===== src/sv/sbu_pkg.sv =====
// ----------------------------------------------------------------------------
// sbu_pkg
// Shared types and constants for the stroke sample bounds union block.
// ----------------------------------------------------------------------------
package sbu_pkg;

  localparam int unsigned COORD_W  = 16;   // sample position and radius width
  localparam int unsigned EDGE_W   = 12;   // result edge width
  localparam int unsigned HIGH_W   = 13;   // exclusive edge may reach 4096
  localparam int unsigned RADIUS_W = 13;   // radius in sample units, up to 4096
  localparam int unsigned PIX_SHIFT = 4;   // sixteen sample units per pixel
  localparam logic [RADIUS_W-1:0] MIN_RADIUS_UNITS = RADIUS_W'(24);
  localparam logic [4:0] ROUND_UP = 5'd15;

  // rectangle of one sample
  typedef struct packed {
    logic [EDGE_W-1:0] left;
    logic [EDGE_W-1:0] top;
    logic [HIGH_W-1:0] right;
    logic [HIGH_W-1:0] bottom;
    logic              bad;
  } rect_t;

  // control from the input stage to the accumulator
  typedef struct packed {
    logic upd;
    logic last;
  } acc_ctrl_t;

endpackage


===== src/sv/sbu_if.sv =====
// ----------------------------------------------------------------------------
// sbu interfaces
// Valid/ready channels for brush samples and union rectangles.
// ----------------------------------------------------------------------------
interface sbu_sample_if;
  logic        valid;
  logic        ready;
  logic [15:0] x_sample;
  logic [15:0] y_sample;
  logic [15:0] radius_fine;
  logic        last_sample;

  modport source (output valid, x_sample, y_sample, radius_fine, last_sample,
                  input ready);
  modport sink (input valid, x_sample, y_sample, radius_fine, last_sample,
                output ready);
endinterface

interface sbu_rect_if;
  logic        valid;
  logic        ready;
  logic [11:0] left_edge;
  logic [11:0] top_edge;
  logic [11:0] right_edge;
  logic [11:0] bottom_edge;
  logic        invalid_operation;

  modport source (output valid, left_edge, top_edge, right_edge, bottom_edge,
                  invalid_operation, input ready);
  modport sink (input valid, left_edge, top_edge, right_edge, bottom_edge,
                invalid_operation, output ready);
endinterface


===== src/sv/sbu_rect_calc.sv =====
// ----------------------------------------------------------------------------
// sbu_rect_calc
// Converts one brush sample into its clamped pixel rectangle.
// ----------------------------------------------------------------------------
module sbu_rect_calc #(
  parameter int unsigned WORLD_WIDTH  = 2048,
  parameter int unsigned WORLD_HEIGHT = 2048
) (
  input  logic [sbu_pkg::COORD_W-1:0] x_i,
  input  logic [sbu_pkg::COORD_W-1:0] y_i,
  input  logic [sbu_pkg::COORD_W-1:0] radius_i,
  output sbu_pkg::rect_t              rect_o
);

  localparam logic [sbu_pkg::COORD_W:0] XLimit =
    (sbu_pkg::COORD_W+1)'(WORLD_WIDTH << sbu_pkg::PIX_SHIFT);
  localparam logic [sbu_pkg::COORD_W:0] YLimit =
    (sbu_pkg::COORD_W+1)'(WORLD_HEIGHT << sbu_pkg::PIX_SHIFT);
  localparam logic [sbu_pkg::HIGH_W-1:0] WLimit = sbu_pkg::HIGH_W'(WORLD_WIDTH);
  localparam logic [sbu_pkg::HIGH_W-1:0] HLimit = sbu_pkg::HIGH_W'(WORLD_HEIGHT);

  function automatic logic [sbu_pkg::EDGE_W-1:0] low_edge(
    input logic [sbu_pkg::COORD_W-1:0] pos,
    input logic [sbu_pkg::RADIUS_W-1:0] rad
  );
    logic [sbu_pkg::COORD_W-1:0] base;
    base = (pos > sbu_pkg::COORD_W'(rad)) ? pos - sbu_pkg::COORD_W'(rad) : '0;
    return base[sbu_pkg::COORD_W-1 -: sbu_pkg::EDGE_W];
  endfunction

  function automatic logic [sbu_pkg::HIGH_W-1:0] high_edge(
    input logic [sbu_pkg::COORD_W-1:0] pos,
    input logic [sbu_pkg::RADIUS_W-1:0] rad,
    input logic [sbu_pkg::HIGH_W-1:0]   limit
  );
    logic [sbu_pkg::COORD_W+1:0] sum;
    logic [sbu_pkg::COORD_W-3:0] e;
    sum = (sbu_pkg::COORD_W+2)'(pos) + (sbu_pkg::COORD_W+2)'(rad)
        + (sbu_pkg::COORD_W+2)'(sbu_pkg::ROUND_UP);
    e = sum[sbu_pkg::COORD_W+1:sbu_pkg::PIX_SHIFT];
    return (e < (sbu_pkg::COORD_W-2)'(limit)) ? sbu_pkg::HIGH_W'(e) : limit;
  endfunction

  logic [sbu_pkg::COORD_W:0]   rad_sum;
  logic [sbu_pkg::RADIUS_W-1:0] rad_raw;
  logic [sbu_pkg::RADIUS_W-1:0] rad_units;

  // round the fine radius up to sample units, then apply the minimum
  assign rad_sum   = (sbu_pkg::COORD_W+1)'(radius_i)
                   + (sbu_pkg::COORD_W+1)'(sbu_pkg::ROUND_UP);
  assign rad_raw   = rad_sum[sbu_pkg::COORD_W:sbu_pkg::PIX_SHIFT];
  assign rad_units = (rad_raw < sbu_pkg::MIN_RADIUS_UNITS) ? sbu_pkg::MIN_RADIUS_UNITS
                                                          : rad_raw;

  assign rect_o.left   = low_edge(x_i, rad_units);
  assign rect_o.top    = low_edge(y_i, rad_units);
  assign rect_o.right  = high_edge(x_i, rad_units, WLimit);
  assign rect_o.bottom = high_edge(y_i, rad_units, HLimit);
  assign rect_o.bad    = ((sbu_pkg::COORD_W+1)'(x_i) > XLimit)
                      || ((sbu_pkg::COORD_W+1)'(y_i) > YLimit)
                      || (radius_i == '0);

endmodule


===== src/sv/sbu_union_acc.sv =====
// ----------------------------------------------------------------------------
// sbu_union_acc
// Running union of sample rectangles and the result register.
// ----------------------------------------------------------------------------
module sbu_union_acc (
  input  logic              clk_i,
  input  logic              rst_ni,
  input  sbu_pkg::acc_ctrl_t ctrl_i,
  input  sbu_pkg::rect_t    rect_i,
  output logic              res_free_o,
  sbu_rect_if.source        rect_o
);

  logic [sbu_pkg::EDGE_W-1:0] left_q, top_q, left_d, top_d;
  logic [sbu_pkg::HIGH_W-1:0] right_q, bottom_q, right_d, bottom_d;
  logic                       have_q, inv_q, have_d, inv_d;

  logic                       res_valid_q;
  logic [sbu_pkg::EDGE_W-1:0] res_left_q, res_top_q, res_right_q, res_bottom_q;
  logic                       res_inv_q;

  assign res_free_o = !res_valid_q || rect_o.ready;

  // merged union including the current sample
  always_comb begin
    left_d   = left_q;
    top_d    = top_q;
    right_d  = right_q;
    bottom_d = bottom_q;
    have_d   = have_q || !rect_i.bad;
    inv_d    = inv_q || rect_i.bad;
    if (!rect_i.bad) begin
      if (!have_q) begin
        left_d   = rect_i.left;
        top_d    = rect_i.top;
        right_d  = rect_i.right;
        bottom_d = rect_i.bottom;
      end else begin
        if (rect_i.left < left_q)     left_d   = rect_i.left;
        if (rect_i.top < top_q)       top_d    = rect_i.top;
        if (rect_i.right > right_q)   right_d  = rect_i.right;
        if (rect_i.bottom > bottom_q) bottom_d = rect_i.bottom;
      end
    end
  end

  always_ff @(posedge clk_i or negedge rst_ni) begin
    if (!rst_ni) begin
      left_q   <= '0;
      top_q    <= '0;
      right_q  <= '0;
      bottom_q <= '0;
      have_q   <= 1'b0;
      inv_q    <= 1'b0;
    end else if (ctrl_i.upd) begin
      if (ctrl_i.last) begin
        left_q   <= '0;
        top_q    <= '0;
        right_q  <= '0;
        bottom_q <= '0;
        have_q   <= 1'b0;
        inv_q    <= 1'b0;
      end else begin
        left_q   <= left_d;
        top_q    <= top_d;
        right_q  <= right_d;
        bottom_q <= bottom_d;
        have_q   <= have_d;
        inv_q    <= inv_d;
      end
    end
  end

  always_ff @(posedge clk_i or negedge rst_ni) begin
    if (!rst_ni) begin
      res_valid_q <= 1'b0;
    end else if (ctrl_i.upd && ctrl_i.last) begin
      res_valid_q <= 1'b1;
    end else if (rect_o.ready) begin
      res_valid_q <= 1'b0;
    end
  end

  always_ff @(posedge clk_i) begin
    if (ctrl_i.upd && ctrl_i.last) begin
      res_inv_q <= inv_d;
      if (inv_d) begin
        res_left_q   <= '0;
        res_top_q    <= '0;
        res_right_q  <= '0;
        res_bottom_q <= '0;
      end else begin
        res_left_q   <= left_d;
        res_top_q    <= top_d;
        res_right_q  <= right_d[sbu_pkg::EDGE_W-1:0];
        res_bottom_q <= bottom_d[sbu_pkg::EDGE_W-1:0];
      end
    end
  end

  assign rect_o.valid             = res_valid_q;
  assign rect_o.left_edge         = res_left_q;
  assign rect_o.top_edge          = res_top_q;
  assign rect_o.right_edge        = res_right_q;
  assign rect_o.bottom_edge       = res_bottom_q;
  assign rect_o.invalid_operation = res_inv_q;

endmodule


===== src/sv/stroke_sample_bounds_union.sv =====
// ----------------------------------------------------------------------------
// stroke_sample_bounds_union
// Bounding-box union of the brush samples of one stroke operation.
// ----------------------------------------------------------------------------
// usage:
//   sample_i takes brush samples (x, y in 1/16 pixel, radius in 1/256 units,
//   last flag) under valid/ready. rect_o gives one union rectangle per
//   operation, on the sample flagged last, under valid/ready.
//   a sample is registered at the input, turned into a pixel rectangle and
//   merged into the running union as it leaves the input register; the union
//   of a finished operation lands in the result register at that same edge.
//   throughput is one sample per cycle while no last sample waits for the
//   result register; samples that are not last never wait on the output
//   side.
//   when the result register is still full and not taken, a last sample
//   waits in the input register and sample_i.ready drops until rect_o frees.
//   any sample with zero radius or a position beyond the world marks the
//   operation invalid: edges read zero and invalid_operation is set.
//   reset empties both registers and clears the union.
// ----------------------------------------------------------------------------
module stroke_sample_bounds_union #(
  parameter int unsigned WORLD_WIDTH  = 2048,
  parameter int unsigned WORLD_HEIGHT = 2048
) (
  input  logic       clk_i,
  input  logic       rst_ni,
  sbu_sample_if.sink sample_i,
  sbu_rect_if.source rect_o
);

  logic                        in_valid_q;
  logic [sbu_pkg::COORD_W-1:0] x_q, y_q, radius_q;
  logic                        last_q;
  logic                        advance;
  logic                        res_free;
  logic                        accept;
  sbu_pkg::acc_ctrl_t          ctrl;
  sbu_pkg::rect_t              rect;

  // a last request needs a free result register to move on
  assign advance        = in_valid_q && (!last_q || res_free);
  assign sample_i.ready = !in_valid_q || advance;
  assign accept         = sample_i.valid && sample_i.ready;

  always_ff @(posedge clk_i or negedge rst_ni) begin
    if (!rst_ni) begin
      in_valid_q <= 1'b0;
    end else if (accept) begin
      in_valid_q <= 1'b1;
    end else if (advance) begin
      in_valid_q <= 1'b0;
    end
  end

  always_ff @(posedge clk_i) begin
    if (accept) begin
      x_q      <= sample_i.x_sample;
      y_q      <= sample_i.y_sample;
      radius_q <= sample_i.radius_fine;
      last_q   <= sample_i.last_sample;
    end
  end

  sbu_rect_calc #(
    .WORLD_WIDTH (WORLD_WIDTH),
    .WORLD_HEIGHT(WORLD_HEIGHT)
  ) u_rect_calc (
    .x_i     (x_q),
    .y_i     (y_q),
    .radius_i(radius_q),
    .rect_o  (rect)
  );

  assign ctrl.upd  = advance;
  assign ctrl.last = last_q;

  sbu_union_acc u_union_acc (
    .clk_i     (clk_i),
    .rst_ni    (rst_ni),
    .ctrl_i    (ctrl),
    .rect_i    (rect),
    .res_free_o(res_free),
    .rect_o    (rect_o)
  );

endmodule


===== src/flat_wrapper.sv =====
// flat-port wrapper written by rule: the top's interface ports become plain ports
module stroke_sample_bounds_union_flat 
#(
  parameter int unsigned WORLD_WIDTH  = 2048,
  parameter int unsigned WORLD_HEIGHT = 2048
)
  (clk_i, rst_ni, sample_i_valid, sample_i_x_sample, sample_i_y_sample, sample_i_radius_fine, sample_i_last_sample, sample_i_ready, rect_o_valid, rect_o_left_edge, rect_o_top_edge, rect_o_right_edge, rect_o_bottom_edge, rect_o_invalid_operation, rect_o_ready);
  sbu_sample_if sample_i_i ();
  sbu_rect_if rect_o_i ();
  input  logic clk_i;
  input  logic rst_ni;
  input wire logic [$bits(sample_i_i.valid)-1:0] sample_i_valid;
  input wire logic [$bits(sample_i_i.x_sample)-1:0] sample_i_x_sample;
  input wire logic [$bits(sample_i_i.y_sample)-1:0] sample_i_y_sample;
  input wire logic [$bits(sample_i_i.radius_fine)-1:0] sample_i_radius_fine;
  input wire logic [$bits(sample_i_i.last_sample)-1:0] sample_i_last_sample;
  output wire logic [$bits(sample_i_i.ready)-1:0] sample_i_ready;
  output wire logic [$bits(rect_o_i.valid)-1:0] rect_o_valid;
  output wire logic [$bits(rect_o_i.left_edge)-1:0] rect_o_left_edge;
  output wire logic [$bits(rect_o_i.top_edge)-1:0] rect_o_top_edge;
  output wire logic [$bits(rect_o_i.right_edge)-1:0] rect_o_right_edge;
  output wire logic [$bits(rect_o_i.bottom_edge)-1:0] rect_o_bottom_edge;
  output wire logic [$bits(rect_o_i.invalid_operation)-1:0] rect_o_invalid_operation;
  input wire logic [$bits(rect_o_i.ready)-1:0] rect_o_ready;
  assign sample_i_i.valid = sample_i_valid;
  assign sample_i_i.x_sample = sample_i_x_sample;
  assign sample_i_i.y_sample = sample_i_y_sample;
  assign sample_i_i.radius_fine = sample_i_radius_fine;
  assign sample_i_i.last_sample = sample_i_last_sample;
  assign sample_i_ready = sample_i_i.ready;
  assign rect_o_valid = rect_o_i.valid;
  assign rect_o_left_edge = rect_o_i.left_edge;
  assign rect_o_top_edge = rect_o_i.top_edge;
  assign rect_o_right_edge = rect_o_i.right_edge;
  assign rect_o_bottom_edge = rect_o_i.bottom_edge;
  assign rect_o_invalid_operation = rect_o_i.invalid_operation;
  assign rect_o_i.ready = rect_o_ready;
  stroke_sample_bounds_union #(.WORLD_WIDTH(WORLD_WIDTH), .WORLD_HEIGHT(WORLD_HEIGHT)) u_core (.clk_i(clk_i), .rst_ni(rst_ni), .sample_i(sample_i_i), .rect_o(rect_o_i));
endmodule

===== config.mk =====
export PLATFORM = sky130hd
export DESIGN_NAME = stroke_sample_bounds_union_flat
export DESIGN_NICKNAME = d
export VERILOG_FILES = /design/src/sv/sbu_pkg.sv /design/src/sv/sbu_if.sv /design/src/sv/sbu_rect_calc.sv /design/src/sv/sbu_union_acc.sv /design/src/sv/stroke_sample_bounds_union.sv /design/src/flat_wrapper.sv
export SDC_FILE = /design/constraint.sdc
export NUM_CORES = 1
export LEC_CHECK = 0
export ABC_AREA = 1
export BUFFER_PORTS_ARGS = -buffer_cell sky130_fd_sc_hd__buf_4
export CELL_PAD_IN_SITES_DETAIL_PLACEMENT = 1
export CELL_PAD_IN_SITES_GLOBAL_PLACEMENT = 1
export CORE_UTILIZATION = 30
export CTS_BUF_LIST = sky130_fd_sc_hd__clkbuf_16
export CTS_CLUSTER_DIAMETER = 100
export CTS_CLUSTER_SIZE = 20
export DETAILED_ROUTE_END_ITERATION = 6
export GPL_ROUTABILITY_DRIVEN = 0
export PLACE_DENSITY = 0.55
export SYNTH_ARGS = -nofsm -noshare
export SYNTH_HDL_FRONTEND = slang
export SYNTH_HIERARCHICAL = 1
export SYNTH_SLANG_ARGS = --single-unit

===== constraint.sdc =====
create_clock -name clk_i -period 8.7 [get_ports clk_i]
set_input_delay 0.87 -clock clk_i [delete_from_list [all_inputs] [get_ports clk_i]]
set_output_delay 0.87 -clock clk_i [all_outputs]
set_load 0.005 [all_outputs]

* Word level (Yosys, flattened, before mapping)
Index checks and enable logic that the tools add are counted.
W data, S select, Z words.
** Storage, ports and cells
- Register bits after elaboration :: 152
- Bits of input ports :: 53
- Output and inout bits :: 51
- Word-level logic and storage cells :: 86
** Operators by class
- Add/sub/neg operators :: 7
- Order comparisons :: 11
- Equality and inequality tests :: 3
- Muxes and demuxes :: 27
- Reductions and logical operators :: 19
** Operators with widths (number)
- $mux W13 :: 11
- $mux W12 :: 8
- $add A17 B4 Y18 const B :: 2
- $add A16 B13 Y17 :: 2
- $gt A16 B13 Y1 :: 2
- $gt A16 B16 Y1 const B :: 2
- $mux W16 :: 2
- $sub A16 B13 Y16 :: 2
- $lt A14 B12 Y1 const B :: 2
- $gt A13 B13 Y1 :: 2
- $lt A12 B12 Y1 :: 2
- $add A16 B4 Y17 const B :: 1
- $logic_not A16 Y1 :: 1
- $lt A13 B5 Y1 const B :: 1
- $logic_or A1 B1 Y1 :: 7
- $mux W1 :: 6
- $ne A3 B1 Y1 const B :: 2
- $reduce_and A3 Y1 :: 2
- $logic_not A1 Y1 :: 4
- $reduce_bool A2 Y1 :: 2
- $logic_and A1 B1 Y1 :: 3
- $ne A2 B1 Y1 const B :: 1

* Longest topological paths before layout
Gate-level depths: netlist of run 1.
- Depth after elaboration :: 12
- Depth in mapped cells :: 48
- Mapped depth without buffers :: 45

* Modules after synthesis
The synthesis of run 1 kept the hierarchy.
** Modules (own cells, without submodules)
- sbu_union_acc :: instances 1, cells each 773, area an instance 6074.6 sq um
- sbu_rect_calc :: instances 1, cells each 629, area an instance 3579.7 sq um
- stroke_sample_bounds_union :: instances 1, cells each 57, area an instance 1532.7 sq um

* Worst setup path before layout of run 1
No wires, ideal clock.
- Kind :: register to register
- From :: register u_core/radius_q[3] (netlist name)
- To :: register u_core.u_union_acc.res_bottom_q, in the netlist u_core/u_union_acc/rect_o.bottom_edge[10] (data pin)
- Data arrival time :: 4.767 ns
- Required time :: 8.434 ns
- Slack :: 3.667 ns
- Stages on the path, launching flop included :: 48
- Buffers on the path :: 3
- Period minus slack after synthesis :: 5.033 ns
- Cells stage by stage :: edfxtp_1 > nor2_1 > nand2_1 > buf_6 > nand3_1 > inv_2 > nand2_1 > nor2_1 > nor2_2 > nor2_4 > nand2_4 > nand3_1 > ha_1 > inv_1 > ha_1 > nand2_1 > o21ai_2 > nand2_1 > [... 12 more ...] > nand2_1 > nand2_1 > nand2_1 > buf_4 > nor2_1 > ha_1 > nand2_1 > inv_1 > nand3_1 > nor2_4 > nand2_1 > nand2_1 > nand2_2 > nand2_4 > buf_4 > nand3_1 > nand2_1 > nor2_1
** RTL lines
- from (decl) :: line stroke_sample_bounds_union.sv:32 : logic [sbu_pkg::COORD_W-1:0] x_q, y_q, radius_q;
- from (signal assigned) :: line stroke_sample_bounds_union.sv:59 : radius_q <= sample_i.radius_fine;
- to (signal assigned) :: line sbu_union_acc.sv:96 : res_bottom_q <= bottom_d[sbu_pkg::EDGE_W-1:0];
- to (decl) :: line sbu_union_acc.sv:19 : logic [sbu_pkg::EDGE_W-1:0] res_left_q, res_top_q, res_right_q, res_bottom_q;

==> flow_summary.toml, run 1 <==
[sta]
rsz0062_at_grt = "no"
worst_slew_pin_slew_ns = 1.11
hold_violations = 0
setup-violations-final = 0
fin_ws_ns = 2.33
relSlewSlack = 0.258
post-route-period-util = 0.732
fin_crit_ns = 6.37
skew_ns = 0.0126
clock.fmax_mhz = 157
setup_tns_ns = 0
drv_slew = 0

[setup_path]
crit_type = "flop to flop"
cp-start-kind = "flop"
cp_common_cell = "nand2_1"
cp_max_fo = 15
cp.arrival_ns = 6.54
crit_buf_inv = 2
required_ns = 8.86
crit_path_top_delay_cell = "a22oi_1"
worstSetupEndpointType = "flop"
critPathMaxStageDelay_ns = 0.44
critPathTopFamily = "simple AND/OR/NAND/NOR gates"

[power]
power_mw = 2.41
p_leak_nw = 6.49
ir_drop_uv = 151
p_per_area_mw_per_mm2 = 186

[clock_tree]
insertion_delay_ns = 0.46
cts.sinks = 152
clock_path_buffers = 2
cts_hold_buffers = 0
cts_resized = 0
postCtsSetupRepairBufs = 0
cts_tree = "yes"
cts-htree-levels = 4
numCtsBuffers = 17
cts_root_buf = "clkbuf_16"
clk_pin_slew_worst_paths_ns = 0.07

[cells_and_area]
fin_nets = 1722
drive_above_1_share = 0.146
diodes = 0
fin_util = 0.354
fill_cells = 4515
area_growth_pct = 15.7

[global_routing]
gr-total-overflow = 0
grt_pass1_vias = 10100
grt_pass1_wl_um = 55400
antenna_found_initial = 0
grt_use_total = 0.189
grt_max_degree = 58

[synthesis]
synth_warnings = 6
ys.flop_type = "edfxtp_1"
ys_ff_latch = 152
synth_top_area_cell = "edfxtp_1"
syn_area_sq_mm = 0.0112
synth-edff-count = 98
ys_types = 41
synth.avg_cell_area_sq_um = 7.67
netlist_instances = 1459
ys_top_cells_by_count = "409 x nand2_1, 232 x inv_1, 133 x nand3_1"
synth-seq-area-share = 0.384
yosys-top-cells-area = "edfxtp_1 26%, nand2_1 14%, ha_1 14%"
synthArstFlopShare = 0.355
yosys.area.top_type_share = 0.263
synth_most_common_cell = "nand2_1"

[hold_path]
hp-class = "flop to flop"

[placed_design]
dpl.hpwl_um = 27000
port_buffers = 103
place_ws_ns = 2.24

[drt]
drt_iter0_markers = 387
wl_per_cell_um = 16.9
drc = 0
vias = 9549
viasPerCell = 4.71
routed_wl_um = 34300
firstDrtPassIters = 4
final_antenna_net_count = 0

[flow_run]
drv_cap = 0

[die]
initial_utilization = 0.306
fp.dieW_um = 195
coreArea_sq_mm = 0.0366
rows = 70
die_area_sq_mm = 0.0381
fp.dieH_um = 195
io_pins = 104

[status]
status = "completed"
-- final timing paths --
path / from / endpoint / slack [ns] / cells after the start
worst max register to register: u_core/radius_q[1]$_DFFE_PP_ / u_core/u_union_acc/rect_o.bottom_edge[0]$_SDFFCE_PN0P_ / 2.33 / 44
worst min register to register: u_core/u_union_acc/top_q[1]$_DFFE_PN0P_ / u_core/u_union_acc/top_q[1]$_DFFE_PN0P_ / 0.48 / 2
min in group asynchronous: rst_ni / u_core/u_union_acc/bottom_q[2]$_DFFE_PN0P_ / 0.50 / 1
worst max-delay path: u_core/radius_q[1]$_DFFE_PP_ / u_core/u_union_acc/rect_o.bottom_edge[0]$_SDFFCE_PN0P_ / 2.33 / 44
worst min-delay path: u_core/u_union_acc/top_q[1]$_DFFE_PN0P_ / u_core/u_union_acc/top_q[1]$_DFFE_PN0P_ / 0.48 / 2
max in group asynchronous: rst_ni / u_core/u_union_acc/right_q[10]$_DFFE_PN0P_ / 7.65 / 1
-- logic make-up after synthesis --
kind of cell,Yosys count,share of synthesized area
flops,152,0.384
other cells,1,0.000335
simple gates,786,0.313
fa+ha+maj,122,0.136
xor+xnor,22,0.0172
buf+inv,272,0.0976
compound gates,104,0.0511
-- power by group --
group          internal [mW]  total (mW)  switching, mW
clock network          0.429       0.785          0.356
logic                  0.262       0.752          0.491
registers              0.835       0.877         0.0415
-- flip-flops by register name, indices dropped and copies added (netlist names), 12 cells and up --
register and count:
u_core/u_union_acc/rect_o.right_edge 12, u_core/y_q 16, u_core/u_union_acc/bottom_q 13, u_core/u_union_acc/rect_o.bottom_edge 12
u_core/u_union_acc/rect_o.left_edge 12, u_core/u_union_acc/right_q 13, u_core/u_union_acc/left_q 12, u_core/u_union_acc/rect_o.top_edge 12
u_core/x_q 16, u_core/u_union_acc/top_q 12, u_core/radius_q 16
-- cells in the final DEF, fill, tap and decap left out, drive strengths merged, types with 3 or more instances in the layout --
cell      synthesis  final
inv             234    243
nor3b             7      7
dfrtp            54     54
nor2            154    154
edfxtp           98     98
clkinvlp          0      3
buf              24    106
o21a              5      5
ha              122    122
o21ai            24     24
o21bai            3      3
xnor2            10     10
and3              4      4
clkbuf           14     17
nor4              8      8
nand4            11     11
xor2             12     12
nand2           451    451
nor3              8      8
a21boi            3      3
nand3           139    139
a21oi            60     60
a31oi             5      5
-- worst min-delay path: stages, from the launching register on --
cell     delay (ns)
dfrtp_1        0.35
nand2_1        0.05
nand2_1        0.05
-- per-layer routing --
| layer | up-vias | global-route usage | share of wire |
|---|---|---|---|
| met5 | - | 0 | 0 |
| met2 | 121 | 0.303 | 0.45 |
| li1 | 4835 | - | - |
| met4 | 0 | 0.0449 | 0.011 |
| met3 | 23 | 0.0314 | 0.028 |
| met1 | 4570 | 0.263 | 0.51 |
-- final cells by class --
cell class	count	area, sq um	area share
multi-input combinational	1036	5810	0.448
clock buffer	17	425	0.0329
sequential	152	4290	0.332
inverter	234	878	0.0678
tap	468	586	0.0452
clock inverter	15	163	0.0126
timing repair buffer	106	796	0.0615
-- stage by stage --
stage | cell area [sq um] | cells | hold slack (ns)
CTS | 12900 | 2028 | 0.485
floorplan | 11200 | 1460 | 0.449
global route | 12900 | 2028 | 0.502
global placement | 12400 | 1996 | 0.462
finish | 12900 | 2028 | 0.483
detailed placement | 12400 | 1996 | 0.466
(Power assumes the default switching activity.)
==> run 2, diff against run 1 <==
clock period = 6.1 ns   (was 8.7 ns; I/O delays follow)
==> run 2 against run 1 <==
Effect of this change:
- worst setup slack worse by 1.8 ns
- hold slack worse by 0.23 ns
- power up 43%
- register-to-register slack worse by 1.8 ns
- clock skew up 0.0054 ns
- via count up 0.96%
- clock-buffer cell count unchanged
- clock power up 39%
- largest cell class unchanged
- largest power group unchanged
==> flow_summary.toml, run 2 (same netlist as run 1, synthesis figures left out) <==
[setup_path]
worstSetupEndpointType = "flop"
rr_worst_depth = 45
crit_path_top_delay_cell = "edfxtp_1"
r2r_slack_ns = 0.52
cp.arrival_ns = 5.74
cp_max_fo = 15
cp-start-kind = "flop"
required_ns = 6.26
regToRegStartpoint = "u_core/radius_q[1]$_DFFE_PP_"
crit_type = "flop to flop"
cp_common_cell = "nand2_1"
critPathMaxStageDelay_ns = 0.38
timing.rr.end = "u_core/u_union_acc/rect_o.bottom_edge[3]$_SDFFCE_PN0P_"

[clock_tree]
cts_hold_buffers = 0
numCtsBuffers = 17
cts_root_buf = "clkbuf_16"
cts-htree-levels = 4
insertion_delay_ns = 0.46
cts_tree = "yes"
clk_pin_slew_worst_paths_ns = 0.07
clock_path_buffers = 2
cts.sinks = 152

[drt]
routed_wl_um = 34600
vias = 9641
drt_iter0_markers = 421
final_antenna_net_count = 0
firstDrtPassIters = 4
drc = 0
viasPerCell = 4.67
wl_per_cell_um = 16.7

[sta]
hold_violations = 0
skew_ns = 0.0179
setup_tns_ns = 0
fin_crit_ns = 5.58
fin_hold_ws_ns = 0.255
post-route-period-util = 0.915
worst_slew_pin_slew_ns = 1.13
clock.fmax_mhz = 179
relSlewSlack = 0.246
drv_slew = 0
fin_ws_ns = 0.518
setup-violations-final = 0

[die]
initial_utilization = 0.306
io_pins = 104
die_area_sq_mm = 0.0381
rows = 70
fp.dieH_um = 195
fp.dieW_um = 195
coreArea_sq_mm = 0.0366

[cells_and_area]
fin_nets = 1759
multi_input_area_sq_mm = 0.00590
mostFrequentLayoutCells = "403 x nand2_1, 230 x inv_1, 139 x buf_4, 131 x nand3_1, 121 x ha_1"
fill_cells = 4555
area_growth_pct = 19.0
reg_top3 = "u_core/radius_q: 16 flops, u_core/x_q: 16 flops, u_core/y_q: 16 flops"
drive_above_1_share = 0.172
final_common_cell = "nand2_1"
diodes = 0
register_area_sq_mm = 0.00429

[power]
power_mw = 3.46
ir_drop_uv = 227
p_per_area_mw_per_mm2 = 260
p_leak_nw = 6.69

[placed_design]
port_buffers = 103
dpl.hpwl_um = 27100
place_ws_ns = -0.123

[global_routing]
grt_use_total = 0.188
grt_pass1_vias = 10100
grt_max_degree = 55
antenna_found_initial = 0
gr-total-overflow = 0
grt_pass1_wl_um = 55300

[hold_path]
hp-class = "primary input to asynchronous set/reset pin"

[status]
status = "completed"

[flow_run]
drv_cap = 0
-- run 2: cell count changes in the layout (fill, tap and decap cells not counted), sizes merged --
cell,change
buf,+35
clkbuf,+1
clkinv,+7
clkinvlp,-2
inv,-5
nand2,+1
-- run 2: timing repair --
| action | 4_1_cts | 5_1_grt |
|---|---|---|
| resized for setup | 2 | 18 |
| pin swaps | 0 | 6 |
| endpoints found under the setup margin | 12 | 49 |
| setup buffers | 0 | 10 |
| gates cloned | 0 | 1 |
-- run 2: worst max path at each step --
stage,start,end,slack [ns],depth (start not counted)
2_1_floorplan,u_core/radius_q[3]$_DFFE_PP_,u_core/u_union_acc/rect_o.bottom_edge[10]$_SDFFCE_PN0P_,1.07,47
3_3_place_gp,u_core/radius_q[1]$_DFFE_PP_,u_core/u_union_acc/rect_o.bottom_edge[0]$_SDFFCE_PN0P_,0.1,44
3_5_place_dp,u_core/radius_q[3]$_DFFE_PP_,u_core/u_union_acc/rect_o.bottom_edge[0]$_SDFFCE_PN0P_,-0.12,44
4_1_cts,u_core/radius_q[3]$_DFFE_PP_,u_core/u_union_acc/rect_o.bottom_edge[0]$_SDFFCE_PN0P_,0.05,43
5_1_grt,u_core/radius_q[7]$_DFFE_PP_,u_core/u_union_acc/rect_o.bottom_edge[5]$_SDFFCE_PN0P_,-0.02,45
6_report,u_core/radius_q[1]$_DFFE_PP_,u_core/u_union_acc/rect_o.bottom_edge[3]$_SDFFCE_PN0P_,0.52,45
-- run 2: stage by stage --
step / instance area (sq um) / util / instances
after floorplan: 11200 / - / 1460
after global placement: 12600 / 0.343 / 2022
after detailed placement: 12600 / 0.343 / 2022
after CTS: 13200 / 0.359 / 2054
after global routing: 13300 / 0.364 / 2065
final: 13300 / 0.364 / 2065
-- run 2: worst max-delay path: cells and delay by family (launching register included) --
family          cells  cell delay [ns]
flops               1             0.38
buf+inv             4             0.49
compound gates      3             0.42
simple gates       35             3.01
fa+ha+maj           3             0.97
-- run 2: cell type report --
cell class	count	area share
well taps	468	0.0440
clock inverters	15	0.0113
repair buffers	142	0.0813
clock buffers	17	0.0319
flip-flops and latches	152	0.322
inverters	234	0.0660
multi-input cells	1037	0.443
-- run 2: power breakdown --
| part | leakage (nW) | internal (mW) | switching [mW] |
|---|---|---|---|
| combinational | 4.74 | 0.411 | 0.713 |
| sequential | 1.67 | 1.19 | 0.0594 |
| clock | 0.284 | 0.602 | 0.485 |
| total | 6.69 | 2.21 | 1.26 |
-- run 2: routing by layer --
layer	routed length [um]	GRT usage	vias up
li1	-	-	4907
met1	18000	0.267	4585
met2	15300	0.295	125
met3	755	0.0235	24
met4	546	0.0580	0
met5	0	0	-
